$ cat src/edla_pkg.sv
// Package with the types, constants and divider step shared by the echo level averager.
`timescale 1ns / 1ps

package edla_pkg;

  localparam int unsigned AVG_DEPTH  = 8;
  localparam int unsigned SLOT_W     = $clog2(AVG_DEPTH);
  localparam int unsigned CNT_W      = $clog2(AVG_DEPTH + 1);

  localparam int unsigned HEIGHT_W   = 10;
  localparam int unsigned OFFSET_W   = 8;
  localparam int unsigned CFG_DATA_W = 10;
  localparam int unsigned WIDTH_W    = 16;
  localparam int unsigned DIST_W     = 15;
  localparam int unsigned LEVEL_W    = 14;
  localparam int unsigned PCT_W      = 7;
  localparam int unsigned SUM_W      = DIST_W + $clog2(AVG_DEPTH);

  // Distance in q4 centimetres is width * DIST_MUL >> DIST_SHIFT.
  localparam int unsigned DIST_MUL   = 1124;
  localparam int unsigned DIST_SHIFT = 12;
  localparam int unsigned ACC_W      = WIDTH_W + 11;

  localparam int unsigned DVD_W      = 22;
  localparam int unsigned DIVR_W     = 14;
  localparam int unsigned PCT_SCALE  = 100;

  // Cycles of the serial units, two bits per cycle.
  localparam int unsigned MUL_CYC    = WIDTH_W / 2;
  localparam int unsigned AVG_CYC    = (SUM_W + 1) / 2;
  localparam int unsigned PCT_CYC    = DVD_W / 2;
  localparam int unsigned AVG_PAD    = DVD_W - 2 * AVG_CYC;
  localparam int unsigned STEP_W     = 4;

  localparam logic [HEIGHT_W-1:0] HEIGHT_RST = 10'd100;
  localparam logic [OFFSET_W-1:0] OFFSET_RST = 8'd5;
  localparam logic [DIST_W-1:0]   AVG_RST    = 15'd800;

  typedef enum logic {
    REG_TANK_HEIGHT   = 1'b0,
    REG_SENSOR_OFFSET = 1'b1
  } cfg_reg_t;

  typedef enum logic [3:0] {
    ST_IDLE,
    ST_MUL,
    ST_CLAMP,
    ST_SUM,
    ST_DIV_AVG,
    ST_AVG,
    ST_LEVEL,
    ST_DIV_PCT,
    ST_DONE
  } edla_state_t;

  typedef struct packed {
    logic [DIVR_W-1:0] rem;
    logic [DVD_W-1:0]  dvd;
  } div_state_t;

  // One restoring division step: the quotient bit shifts into the dividend register.
  function automatic div_state_t div_step(div_state_t s, logic [DIVR_W-1:0] d);
    logic [DIVR_W:0] trial;
    div_state_t      r;
    trial = {s.rem, s.dvd[DVD_W-1]};
    if (trial >= {1'b0, d}) begin
      r.rem = DIVR_W'(trial - {1'b0, d});
      r.dvd = {s.dvd[DVD_W-2:0], 1'b1};
    end else begin
      r.rem = trial[DIVR_W-1:0];
      r.dvd = {s.dvd[DVD_W-2:0], 1'b0};
    end
    return r;
  endfunction

endpackage

$ cat src/echo_distance_level_averager_top.sv
// Echo width to averaged distance, water level and percent full, with serial multiply and divide.
// The 2-bit serial multiplier and the shared radix-4 restoring divider (used for the average and
// the percent) do the arithmetic; a timeout skips the multiply and the average. Input is taken only
// while the sequencer is idle, so a new request waits until the last result is registered.
// Reset: synchronous, active low; height 100 cm, offset 5 cm, empty window, average 50 cm.
`timescale 1ns / 1ps

module echo_distance_level_averager_top (
  input  logic                             clk,
  input  logic                             rst_n,
  input  logic                             cfg_wr_en,
  input  logic                             cfg_index,
  input  logic [edla_pkg::CFG_DATA_W-1:0]  cfg_data,
  input  logic                             in_valid,
  output logic                             in_stall,
  input  logic [edla_pkg::WIDTH_W-1:0]     in_echo_width_us,
  output logic                             out_valid,
  input  logic                             out_stall,
  output logic [edla_pkg::DIST_W-1:0]      out_distance_q4,
  output logic [edla_pkg::LEVEL_W-1:0]     out_level_q4,
  output logic [edla_pkg::PCT_W-1:0]       out_fill_percent,
  output logic                             out_timed_out
);
  import edla_pkg::*;

  edla_state_t          state_r, state_nxt;
  logic [HEIGHT_W-1:0]  height_r;
  logic [OFFSET_W-1:0]  offset_r;
  logic [WIDTH_W-1:0]   width_r, width_nxt;
  logic [ACC_W-1:0]     acc_r, acc_nxt;
  logic [STEP_W-1:0]    cnt_r, cnt_nxt;
  logic [DIST_W-1:0]    dist_r, dist_nxt;
  logic [DIST_W-1:0]    old_r;
  logic [SUM_W-1:0]     sum_r, sum_nxt;
  logic [SLOT_W-1:0]    slot_r, slot_nxt;
  logic                 full_r, full_nxt;
  logic [DIVR_W-1:0]    div_r, div_nxt;
  logic [DVD_W-1:0]     dvd_r, dvd_nxt;
  logic [DIVR_W-1:0]    rem_r, rem_nxt;
  logic [DIST_W-1:0]    avg_r, avg_nxt;
  logic [LEVEL_W-1:0]   lvl_r, lvl_nxt;
  logic                 timed_r, timed_nxt;
  logic                 out_valid_r, out_valid_nxt;
  logic [DIST_W-1:0]    out_dist_r, out_dist_nxt;
  logic [LEVEL_W-1:0]   out_level_r, out_level_nxt;
  logic [PCT_W-1:0]     out_pct_r, out_pct_nxt;
  logic                 out_timed_r, out_timed_nxt;

  logic [DIST_W-1:0]    window_mem [AVG_DEPTH];

  logic [DIST_W-1:0]    top_q4;
  logic [LEVEL_W-1:0]   cap_q4;
  logic [DIST_W-1:0]    raw_dist;
  logic [ACC_W-1:0]     mul_term;
  logic [DVD_W-1:0]     lvl_x100;
  logic [LEVEL_W-1:0]   lvl_calc;
  logic [CNT_W-1:0]     fill_cnt;
  div_state_t           div_a, div_b;

  assign top_q4   = {DIST_W'(HEIGHT_W'(0) + {1'b0, height_r} + {3'b000, offset_r})} << 4;
  assign cap_q4   = {height_r, 4'b0000};
  assign raw_dist = acc_r[DIST_SHIFT +: DIST_W];
  assign mul_term = (width_r[WIDTH_W-1] ? ACC_W'(DIST_MUL << 1) : ACC_W'(0))
                  + (width_r[WIDTH_W-2] ? ACC_W'(DIST_MUL) : ACC_W'(0));
  assign lvl_x100 = (DVD_W'(lvl_calc) << 6) + (DVD_W'(lvl_calc) << 5) + (DVD_W'(lvl_calc) << 2);
  assign div_a    = div_step('{rem: rem_r, dvd: dvd_r}, div_r);
  assign div_b    = div_step(div_a, div_r);

  always_comb begin
    if (avg_r >= top_q4) begin
      lvl_calc = '0;
    end else if ((top_q4 - avg_r) > DIST_W'(cap_q4)) begin
      lvl_calc = cap_q4;
    end else begin
      lvl_calc = LEVEL_W'(top_q4 - avg_r);
    end
  end

  assign in_stall         = (state_r != ST_IDLE);
  assign out_valid        = out_valid_r;
  assign out_distance_q4  = out_dist_r;
  assign out_level_q4     = out_level_r;
  assign out_fill_percent = out_pct_r;
  assign out_timed_out    = out_timed_r;

  always_comb begin
    state_nxt     = state_r;
    width_nxt     = width_r;
    acc_nxt       = acc_r;
    cnt_nxt       = cnt_r;
    dist_nxt      = dist_r;
    sum_nxt       = sum_r;
    slot_nxt      = slot_r;
    full_nxt      = full_r;
    div_nxt       = div_r;
    dvd_nxt       = dvd_r;
    rem_nxt       = rem_r;
    avg_nxt       = avg_r;
    lvl_nxt       = lvl_r;
    timed_nxt     = timed_r;
    out_valid_nxt = out_valid_r && out_stall;
    out_dist_nxt  = out_dist_r;
    out_level_nxt = out_level_r;
    out_pct_nxt   = out_pct_r;
    out_timed_nxt = out_timed_r;
    fill_cnt      = '0;

    case (state_r)
      ST_IDLE: begin
        if (in_valid) begin
          width_nxt = in_echo_width_us;
          acc_nxt   = '0;
          cnt_nxt   = STEP_W'(MUL_CYC - 1);
          timed_nxt = (in_echo_width_us == '0);
          // A timeout leaves the window alone and reports from the held average.
          state_nxt = (in_echo_width_us == '0) ? ST_LEVEL : ST_MUL;
        end
      end
      ST_MUL: begin
        acc_nxt   = (acc_r << 2) + mul_term;
        width_nxt = width_r << 2;
        cnt_nxt   = cnt_r - 1'b1;
        if (cnt_r == '0) begin
          state_nxt = ST_CLAMP;
        end
      end
      ST_CLAMP: begin
        dist_nxt  = (raw_dist > top_q4) ? top_q4 : raw_dist;
        state_nxt = ST_SUM;
      end
      ST_SUM: begin
        sum_nxt = sum_r - (full_r ? SUM_W'(old_r) : SUM_W'(0)) + SUM_W'(dist_r);
        if (slot_r == SLOT_W'(AVG_DEPTH - 1)) begin
          slot_nxt = '0;
          full_nxt = 1'b1;
        end else begin
          slot_nxt = slot_r + 1'b1;
        end
        fill_cnt  = full_nxt ? CNT_W'(AVG_DEPTH) : CNT_W'(slot_nxt);
        div_nxt   = DIVR_W'(fill_cnt);
        dvd_nxt   = DVD_W'(sum_nxt) << AVG_PAD;
        rem_nxt   = '0;
        cnt_nxt   = STEP_W'(AVG_CYC - 1);
        state_nxt = ST_DIV_AVG;
      end
      ST_DIV_AVG: begin
        dvd_nxt = div_b.dvd;
        rem_nxt = div_b.rem;
        cnt_nxt = cnt_r - 1'b1;
        if (cnt_r == '0) begin
          state_nxt = ST_AVG;
        end
      end
      ST_AVG: begin
        avg_nxt   = dvd_r[DIST_W-1:0];
        state_nxt = ST_LEVEL;
      end
      ST_LEVEL: begin
        lvl_nxt   = lvl_calc;
        dvd_nxt   = lvl_x100;
        rem_nxt   = '0;
        div_nxt   = cap_q4;
        cnt_nxt   = STEP_W'(PCT_CYC - 1);
        state_nxt = (height_r == '0) ? ST_DONE : ST_DIV_PCT;
      end
      ST_DIV_PCT: begin
        dvd_nxt = div_b.dvd;
        rem_nxt = div_b.rem;
        cnt_nxt = cnt_r - 1'b1;
        if (cnt_r == '0) begin
          state_nxt = ST_DONE;
        end
      end
      ST_DONE: begin
        if (!out_valid_r || !out_stall) begin
          out_valid_nxt = 1'b1;
          out_dist_nxt  = avg_r;
          out_level_nxt = lvl_r;
          out_timed_nxt = timed_r;
          if (height_r == '0) begin
            out_pct_nxt = '0;
          end else if (dvd_r > DVD_W'(PCT_SCALE)) begin
            out_pct_nxt = PCT_W'(PCT_SCALE);
          end else begin
            out_pct_nxt = dvd_r[PCT_W-1:0];
          end
          state_nxt = ST_IDLE;
        end
      end
      default: begin
        state_nxt = ST_IDLE;
      end
    endcase
  end

  always_ff @(posedge clk) begin
    if (!rst_n) begin
      state_r     <= ST_IDLE;
      height_r    <= HEIGHT_RST;
      offset_r    <= OFFSET_RST;
      sum_r       <= '0;
      slot_r      <= '0;
      full_r      <= 1'b0;
      avg_r       <= AVG_RST;
      out_valid_r <= 1'b0;
    end else begin
      state_r     <= state_nxt;
      sum_r       <= sum_nxt;
      slot_r      <= slot_nxt;
      full_r      <= full_nxt;
      avg_r       <= avg_nxt;
      out_valid_r <= out_valid_nxt;
      if (cfg_wr_en) begin
        case (cfg_index)
          REG_TANK_HEIGHT:   height_r <= cfg_data[HEIGHT_W-1:0];
          REG_SENSOR_OFFSET: offset_r <= cfg_data[OFFSET_W-1:0];
          default: begin
          end
        endcase
      end
    end
  end

  always_ff @(posedge clk) begin
    width_r     <= width_nxt;
    acc_r       <= acc_nxt;
    cnt_r       <= cnt_nxt;
    dist_r      <= dist_nxt;
    div_r       <= div_nxt;
    dvd_r       <= dvd_nxt;
    rem_r       <= rem_nxt;
    lvl_r       <= lvl_nxt;
    timed_r     <= timed_nxt;
    out_dist_r  <= out_dist_nxt;
    out_level_r <= out_level_nxt;
    out_pct_r   <= out_pct_nxt;
    out_timed_r <= out_timed_nxt;
  end

  // Window storage: the old sample is read in the cycle before the new one overwrites it.
  always_ff @(posedge clk) begin
    if (state_r == ST_CLAMP) begin
      old_r <= window_mem[slot_r];
    end
    if (state_r == ST_SUM) begin
      window_mem[slot_r] <= dist_r;
    end
  end

  a_avg_divisor_nonzero: assert property (@(posedge clk) disable iff (!rst_n)
    (state_r == ST_DIV_AVG) |-> (div_r != '0))
    else $error("average divisor is zero");

  a_rem_below_divisor: assert property (@(posedge clk) disable iff (!rst_n)
    (state_r == ST_DIV_AVG || state_r == ST_DIV_PCT) |-> (rem_r < div_r))
    else $error("divider remainder out of range");

  a_timeout_skips_window: assert property (@(posedge clk) disable iff (!rst_n)
    (in_valid && !in_stall && in_echo_width_us == '0) |=>
      (state_r == ST_LEVEL && $stable(sum_r) && $stable(slot_r)))
    else $error("timeout request touched the window");

  a_level_within_cap: assert property (@(posedge clk) disable iff (!rst_n)
    (state_r == ST_DONE) |-> (lvl_r <= cap_q4))
    else $error("level above tank height");

endmodule

$ cat config.mk
export PLATFORM = sky130hd
export DESIGN_NAME = echo_distance_level_averager_top
export DESIGN_NICKNAME = d
export VERILOG_FILES = /design/src/edla_pkg.sv /design/src/echo_distance_level_averager_top.sv
export SDC_FILE = /design/constraint.sdc
export NUM_CORES = 1
export LEC_CHECK = 0
export BUFFER_PORTS_ARGS = -buffer_cell sky130_fd_sc_hd__buf_2
export CAP_MARGIN = 25
export CORE_MARGIN = 1
export CORE_UTILIZATION = 56
export CTS_CLUSTER_SIZE = 16
export DETAILED_ROUTE_END_ITERATION = 10
export GPL_TIMING_DRIVEN = 1
export HOLD_SLACK_MARGIN = 0.12
export PLACE_DENSITY = 0.84
export SYNTH_ARGS = -nofsm -noshare
export SYNTH_HDL_FRONTEND = slang
export SYNTH_SLANG_ARGS = --single-unit
$ cat constraint.sdc
create_clock -name clk -period 7.2 [get_ports clk]
set_input_delay 1.8 -clock clk [delete_from_list [all_inputs] [get_ports clk]]
set_output_delay 1.8 -clock clk [all_outputs]
set_load 0.01 [all_outputs]
-- Word level (Yosys, flattened, before mapping)
Memories as Yosys holds them, arrays and structs flattened. A register that Yosys moved wholly into a read port is not among the register bits.
Index checks and enable logic that the tools add are counted.
- register bits: 224
- bits in writable memories: 120
- logic and storage cells: 116
- memories: 1
- add/sub/neg operators: 12
- order comparisons: 6
- equal/unequal tests: 14
- multiplexer cells: 34
- bitwise gates (word level): 1
- reduce and logical (&&, ||, !) cells: 25
- memory list (memory ; words ; width ; rd ports ; clocked after Yosys merged registers in ; wr ports ; line ; source):
    window_mem ; 8 ; 15 ; 1 ; 1 ; 1 ; echo_distance_level_averager_top.sv:49 ; logic [DIST_W-1:0] window_mem [AVG_DEPTH];
- operators with widths (cell ; number):
    2-to-1 mux 36 bit ; 2
    case mux 22 bit (3 select lines) ; 1
    case mux 14 bit (2 select lines) ; 2
    case mux 27 bit (2 select lines) ; 1
    case mux 4 bit (9 select lines) ; 1
    2-to-1 mux 4 bit ; 8
    case mux 16 bit (2 select lines) ; 1
    >= comparator 15 x 14 -> 1 bit ; 2
    2-to-1 mux 15 bit ; 2
    2-to-1 mux 14 bit ; 2
    subtractor 14 bit ; 2
    adder 27 x 13 -> 27 bit ; 1
    2-to-1 mux 27 bit ; 1
    adder 21 x 16 -> 22 bit ; 1
    > comparator 22 x 7 -> 1 bit, second input constant ; 1
    adder 20 x 19 -> 21 bit ; 1
    adder 18 x 15 -> 18 bit ; 1
    subtractor 18 x 15 -> 18 bit ; 1
    equality test 4 x 3 -> 1 bit, second input constant ; 4
    logical NOT 16 bit ; 1
    2-to-1 mux 16 bit ; 1
    case mux 4 bit (4 select lines) ; 1
    >= comparator 15 bit ; 1
    > comparator 15 x 14 -> 1 bit ; 1
    other kinds (29) ; 52

-- Logic depth before layout (Yosys ltp)
- depth after elaboration: 8
- depth in mapped cells: 35
- gate-level depth less buffers: 34

-- Worst setup path after synthesis
OpenSTA, ideal clock, no wires.
- path kind: register -> register
- start point: register height_r[1]
- end point: register dvd_r[20], data pin
- arrival: 7.228 ns
- data required time: 6.922 ns
- setup slack: -0.307 ns
- stages on the path, launching flop included: 32
- cell sequence: dfxtp_1 clkbuf_1 inv_1 fa_1 nor2b_1 o21ai_0 nand2b_1 xor2_1 ha_1 a2111oi_0 a2bb2oi_1 a21o_1 o311ai_0 ha_1 nand4_1 or4_1 a21oi_1 buf_2 mux2i_1 nand2b_1 fa_1 inv_1 ha_1 fa_1 a21o_1 a211oi_1 o21bai_1 o31ai_1 o22a_1 a21oi_1 a21oi_1 o221ai_1
- cells in the longest elaborated chain, start to end: 8
- elaborated cells on any way between the ends: 9
- RTL lines (what ; line ; source):
    start: declaration ; echo_distance_level_averager_top.sv:27 ; logic [HEIGHT_W-1:0] height_r;
    start signal: assignment ; echo_distance_level_averager_top.sv:215 ; REG_TANK_HEIGHT: height_r <= cfg_data[HEIGHT_W-1:0];
    adder 10 x 8 -> 11 bit ; echo_distance_level_averager_top.sv:60 ; assign top_q4 = {DIST_W'(HEIGHT_W'(0) + {1'b0, height_r} + {3'b000, offset_r})} << 4;
    subtractor 15 bit ; echo_distance_level_averager_top.sv:75 ; lvl_calc = LEVEL_W'(top_q4 - avg_r);
    > comparator 15 x 14 -> 1 bit ; echo_distance_level_averager_top.sv:72 ; end else if ((top_q4 - avg_r) > DIST_W'(cap_q4)) begin
    2-to-1 mux 14 bit ; echo_distance_level_averager_top.sv:72 ;
    2-to-1 mux 14 bit * ; echo_distance_level_averager_top.sv:70 ; if (avg_r >= top_q4) begin
    adder 20 x 19 -> 21 bit ; echo_distance_level_averager_top.sv:65 ; assign lvl_x100 = (DVD_W'(lvl_calc) << 6) + (DVD_W'(lvl_calc) << 5) + (DVD_W'(lvl_calc) << 2);
    adder 21 x 16 -> 22 bit * ; echo_distance_level_averager_top.sv:65 ;
    case mux 22 bit (3 select lines) * ; echo_distance_level_averager_top.sv:108 ; case (state_r)
    net dvd_nxt[20] ; echo_distance_level_averager_top.sv:38 ; logic [DVD_W-1:0] dvd_r, dvd_nxt;
    end signal: assignment ; echo_distance_level_averager_top.sv:230 ; dvd_r <= dvd_nxt;
    end: declaration ; echo_distance_level_averager_top.sv:38 ;
The timed path passes the listed nets; every way through them passes the cells marked *.
A chain may end at the register's enable or synchronous reset.

-- Worst setup path after layout
- start point: register offset_r[0]
- end point: register dvd_r[18], data pin
- cells in the longest elaborated chain, start to end: 8
- elaborated cells on any way between the ends: 9
- RTL lines (what ; line ; source):
    start: declaration ; echo_distance_level_averager_top.sv:28 ; logic [OFFSET_W-1:0] offset_r;
    start signal: assignment ; echo_distance_level_averager_top.sv:216 ; REG_SENSOR_OFFSET: offset_r <= cfg_data[OFFSET_W-1:0];
    adder 10 x 8 -> 11 bit * ; echo_distance_level_averager_top.sv:60 ;
    subtractor 15 bit ; echo_distance_level_averager_top.sv:75 ;
    > comparator 15 x 14 -> 1 bit ; echo_distance_level_averager_top.sv:72 ;
    2-to-1 mux 14 bit ; echo_distance_level_averager_top.sv:72 ;
    2-to-1 mux 14 bit * ; echo_distance_level_averager_top.sv:70 ;
    adder 20 x 19 -> 21 bit ; echo_distance_level_averager_top.sv:65 ;
    adder 21 x 16 -> 22 bit * ; echo_distance_level_averager_top.sv:65 ;
    case mux 22 bit (3 select lines) * ; echo_distance_level_averager_top.sv:108 ;
    net dvd_nxt[18] ; echo_distance_level_averager_top.sv:38 ;
Marks and branches as above.

==> results by stage <==
Synthesis:
- The number of warnings printed during yosys synthesis is 0.
- The cell area that synthesis handed to floorplanning was 0.0200 mm2.
- The synthesized-area fraction occupied by ao, oa, aoi and oai cells is 12.3%.
- The netlist uses 84 different library cells.
- In the synthesized netlist, mux cells make up 4.40% of the area.
- The simple-gate share of the synthesized area is 14.4%.
- The top flip-flop cell by instance count after synthesis is edfxtp_1.
- The async set-reset flop share out of synthesis is 0%.
- The adder-cell share of the synthesized area is 10.3%.
- The xor and xnor fraction of the mapped netlist area is 3.83%.
- After synthesis, the mean cell area works out to 10.9 um2.
- By area, the combinational part of the netlist is dominated by simple AND/OR/NAND/NOR gates.
- Counting every net in the synthesized netlist gives 2024.
- The gate count of the mapped netlist is 1844.
- For this run, the register share of the synthesized area comes to 50.5%.
- In this run, synthesis produced a sequential element count of 357.
- Yosys mapped a number of flops with a built-in enable equal to 297.

Power:
- For this design the ratio of total power to cell area is 329 mW/mm2.
- The maximum ir drop on the vdd rail is 308 uV.
- The analysis attributes to cell leakage a power of 8.94 nW.
- After layout, the design draws a total of 0.00754 W.

Route:
- The count of antenna-violating nets left after detailed routing is 0.
- The final route contains 14.9k vias.
- Using the TritonRoute via totals, the vias-per-cell ratio works out to 6.11.
- The overall routed net length is 49800 um.
- The number of search-and-repair iterations in the first detailed-routing pass is 7.
- In this run, the number of DRC markers left after iteration 0 of detailed routing was 1545.
- The number of remaining DRC errors is 0.
- In the final routed layout, each cell accounts on average for 20.4 um.

Critical path:
- The cell count of the worst reg-to-reg path is 34.
- The slowest stage of the critical path is the fa_1 cell.
- The startpoint kind of the worst setup timing path is a register.
- The critical path data required time is 7.46 ns.
- Among the stages of the critical path, the cell type that occurs most often is a21o_1.
- The largest single stage delay on the critical path is 0.55 ns.
- STA classifies the critical path endpoint as a register.
- The maximum fanout count along the critical path is 4.
- The classification of the worst setup path is register to register.
- The arrival time of data at the critical path endpoint is 7.36 ns.

Global route:
- The number of antenna violations at the first check in global routing came to 0.
- The number of global-route vias before repair is 14.5k.
- The wire length of the first global-routing pass is 76700 um.
- Entering global routing, the biggest net connects 52 pins.
- The remaining global-route overflow is 0.
- Global routing consumed, over all layers together, 27.1% of the routing resources.

Die:
- Row generation in the floorplan step produced 68 rows.
- The die covers 0.0365 mm2.
- The effective utilization at floorplan is 57.4%.
- The count of pins on the block boundary is 71.
- The die is 191 um tall.
- The core region is 0.0349 mm2.
- The die span in x is 191 um.

Cells and area:
- The final core utilization is 65.7%.
- In the final layout, the share of cells above drive strength 1 is 16.4%.
- The top cell types in the final layout, fill and taps aside, are edfxtp_1, nand2_1, inv_1.
- The non-filler instance count after layout is 2447.
- The library cell used most frequently in the layout, excluding fill and tap cells, is edfxtp_1.
- For this run, the post-layout net count is 2145.
- The total inserted antenna cells is 0.
- Compared with the post-synthesis result, the final layout area differs by 14.4%.

Clocking:
- The tree is rooted in a clkbuf_16.
- The number of sinks driven by the clock tree is 357.
- Clock-pin slew was measured on the worst setup and hold paths at 0.06 ns.
- The number of buffers created by CTS is 37.
- The level count of the clock H-tree is 2.
- In this run the deepest clock path goes through 3 buffers.
- The clock reaches the later pin of the worst-skew pair after 0.54 ns.
- The clock tree from TritonCTS is built.

Placed design:
- Once placement completed, the tool counted placed cells totaling 2366.
- The congestion estimate from routability-driven global placement came to 0.931.
- Input and output buffers added on the ports amount to 70.
- The total half-perimeter wirelength after legalization and detailed placement is 34900 um.

Timing:
- The measured slew at the worst slew-check pin is 1.04 ns.
- The number of hold violations in the final report is 0.
- The final critical-path share of the clock period is 98.6%.
- The hold slack is 0.417 ns.
- The max-slew violation count is 0.
- For the final database, setup skew stands at 0.0107 ns.
- The final critical path time including I/O delays and setup is 7.10 ns.
- Setup violations remaining at the end of the flow were counted as 0.
- Setup repair after global routing could not meet its margin everywhere.
- In this run the tightest slew margin relative to its limit is 30.5%.
- The fmax is 141 MHz.

Flow run:
- The max-capacitance violation count is 0.

Run status:
- The run finished with clean final reports.

Hold path:
- The worst hold-check path type is register to register.
- Counting instances, the worst hold path has a depth of 0.
-- worst max-delay path, delay by kind of cell, from the launching register on --
kind	cells	cell delay, ns
buffers and inverters	4	0.34
XOR/XNOR	2	0.47
AND/OR/NAND/NOR	6	0.65
AO/OA/AOI/OAI	15	2.82
adder cells (fa/ha/maj)	7	2.16
flip-flops	1	0.36
-- metrics by stage --
stage	TNS [ns]	setup slack, ns	instance area, um2
floorplan	0	0.0196	20000
detailed placement	-0.397	-0.167	21300
CTS	0	0.00822	22600
finish	0	0.104	22900
global placement	0	0.0395	21300
global route	-0.217	-0.114	22900
-- worst paths after layout --
kind	startpoint	end	slack, ns
setup / recovery	offset_r[0]	dvd_r[18]	0.10
setup reg to reg	offset_r[0]	dvd_r[18]	0.10
hold / removal	lvl_r[12]	out_level_q4[12]	0.42
hold reg to reg	lvl_r[12]	out_level_q4[12]	0.42
-- routing by layer --
metal | wire length (um) | global-route usage, %
met5 | 0 | 0
met4 | 1840 | 10.3
met3 | 3800 | 3.45
met2 | 24100 | 45.4
met1 | 20100 | 35.9
-- registers in the layout, summed over array words and instances, names as in the netlist, 14 cells and up --
name	cells
acc_r	25
avg_r	15
dist_r	15
div_r	14
dvd_r	22
lvl_r	14
old_r	15
out_distance_q4	15
out_level_q4	14
rem_r	14
sum_r	18
width_r	16
window_mem	120
-- what timing repair did --
action	CTS	global route
hold buffers	0	0
pin swaps	4	38
gates resized for setup	6	48
buffers inserted	1	12
hold endpoints to repair	0	0
endpoints found under the setup margin	3	10
-- synth_stat cells, types with 6 or more instances --
library cell  number  area share [%]
o21a_1            13            0.49
buf_2              7            0.17
mux4_2            14             1.6
xor2_1            39             1.7
dfxtp_1           60             6.0
nand4_1           19            0.59
edfxtp_1         297              45
and3_1            31            0.97
o21ai_1            9            0.22
nor3_1            34            0.85
nand4b_1           7            0.31
nand2_1          199             3.7
or4_1              8            0.30
ha_1             122             7.6
mux2i_1           24             1.2
fa_1              26             2.6
clkbuf_1          55             1.0
and2_1            27            0.84
a21o_1            25            0.94
a22oi_1           11            0.41
buf_1              9            0.17
a221oi_1           7            0.31
inv_1            151             2.8
a211o_1            7            0.31
xnor2_1           46             2.0
a21oi_1          115             2.9
nand3_1           44             1.1
nor2b_1           26            0.81
o21ai_0           51             1.3
o31ai_1            7            0.26
or3_1              6            0.19
a31oi_1           10            0.31
o211ai_1          15            0.56
nor4_1            18            0.56
o221ai_1          10            0.44
or2_2             10            0.31
a211oi_1          18            0.67
nor2_1           133             2.5
nand2b_1          20            0.62
mux2_2            28             1.6
-- where the power goes --
group / internal, W / switching, W / total, W
Clock: 0.00120 / 0.000782 / 0.00199
Combinational: 0.00114 / 0.00160 / 0.00274
Sequential: 0.00262 / 0.000200 / 0.00282
-- cells by family (layout without fill, tap and decap cells) --
logic type,count (synthesis),count (layout)
AOI/OAI and AO/OA,362,362
buffers and inverters,223,371
and+or+nand+nor,600,600
adders and majority gates,149,149
DFF,357,357
xor gates and xnor gates,86,86
muxes,67,67
-- layout make-up --
type	instances	area (um2)
fillers	2545	12000
multi-input cells	1264	9400
inverters	151	567
clock buffers	53	1060
clock inverters	13	196
repair buffers	154	1010
flip-flops and latches	357	10100
well taps	455	569
Note: power is estimated with default switching activity, not from simulation.
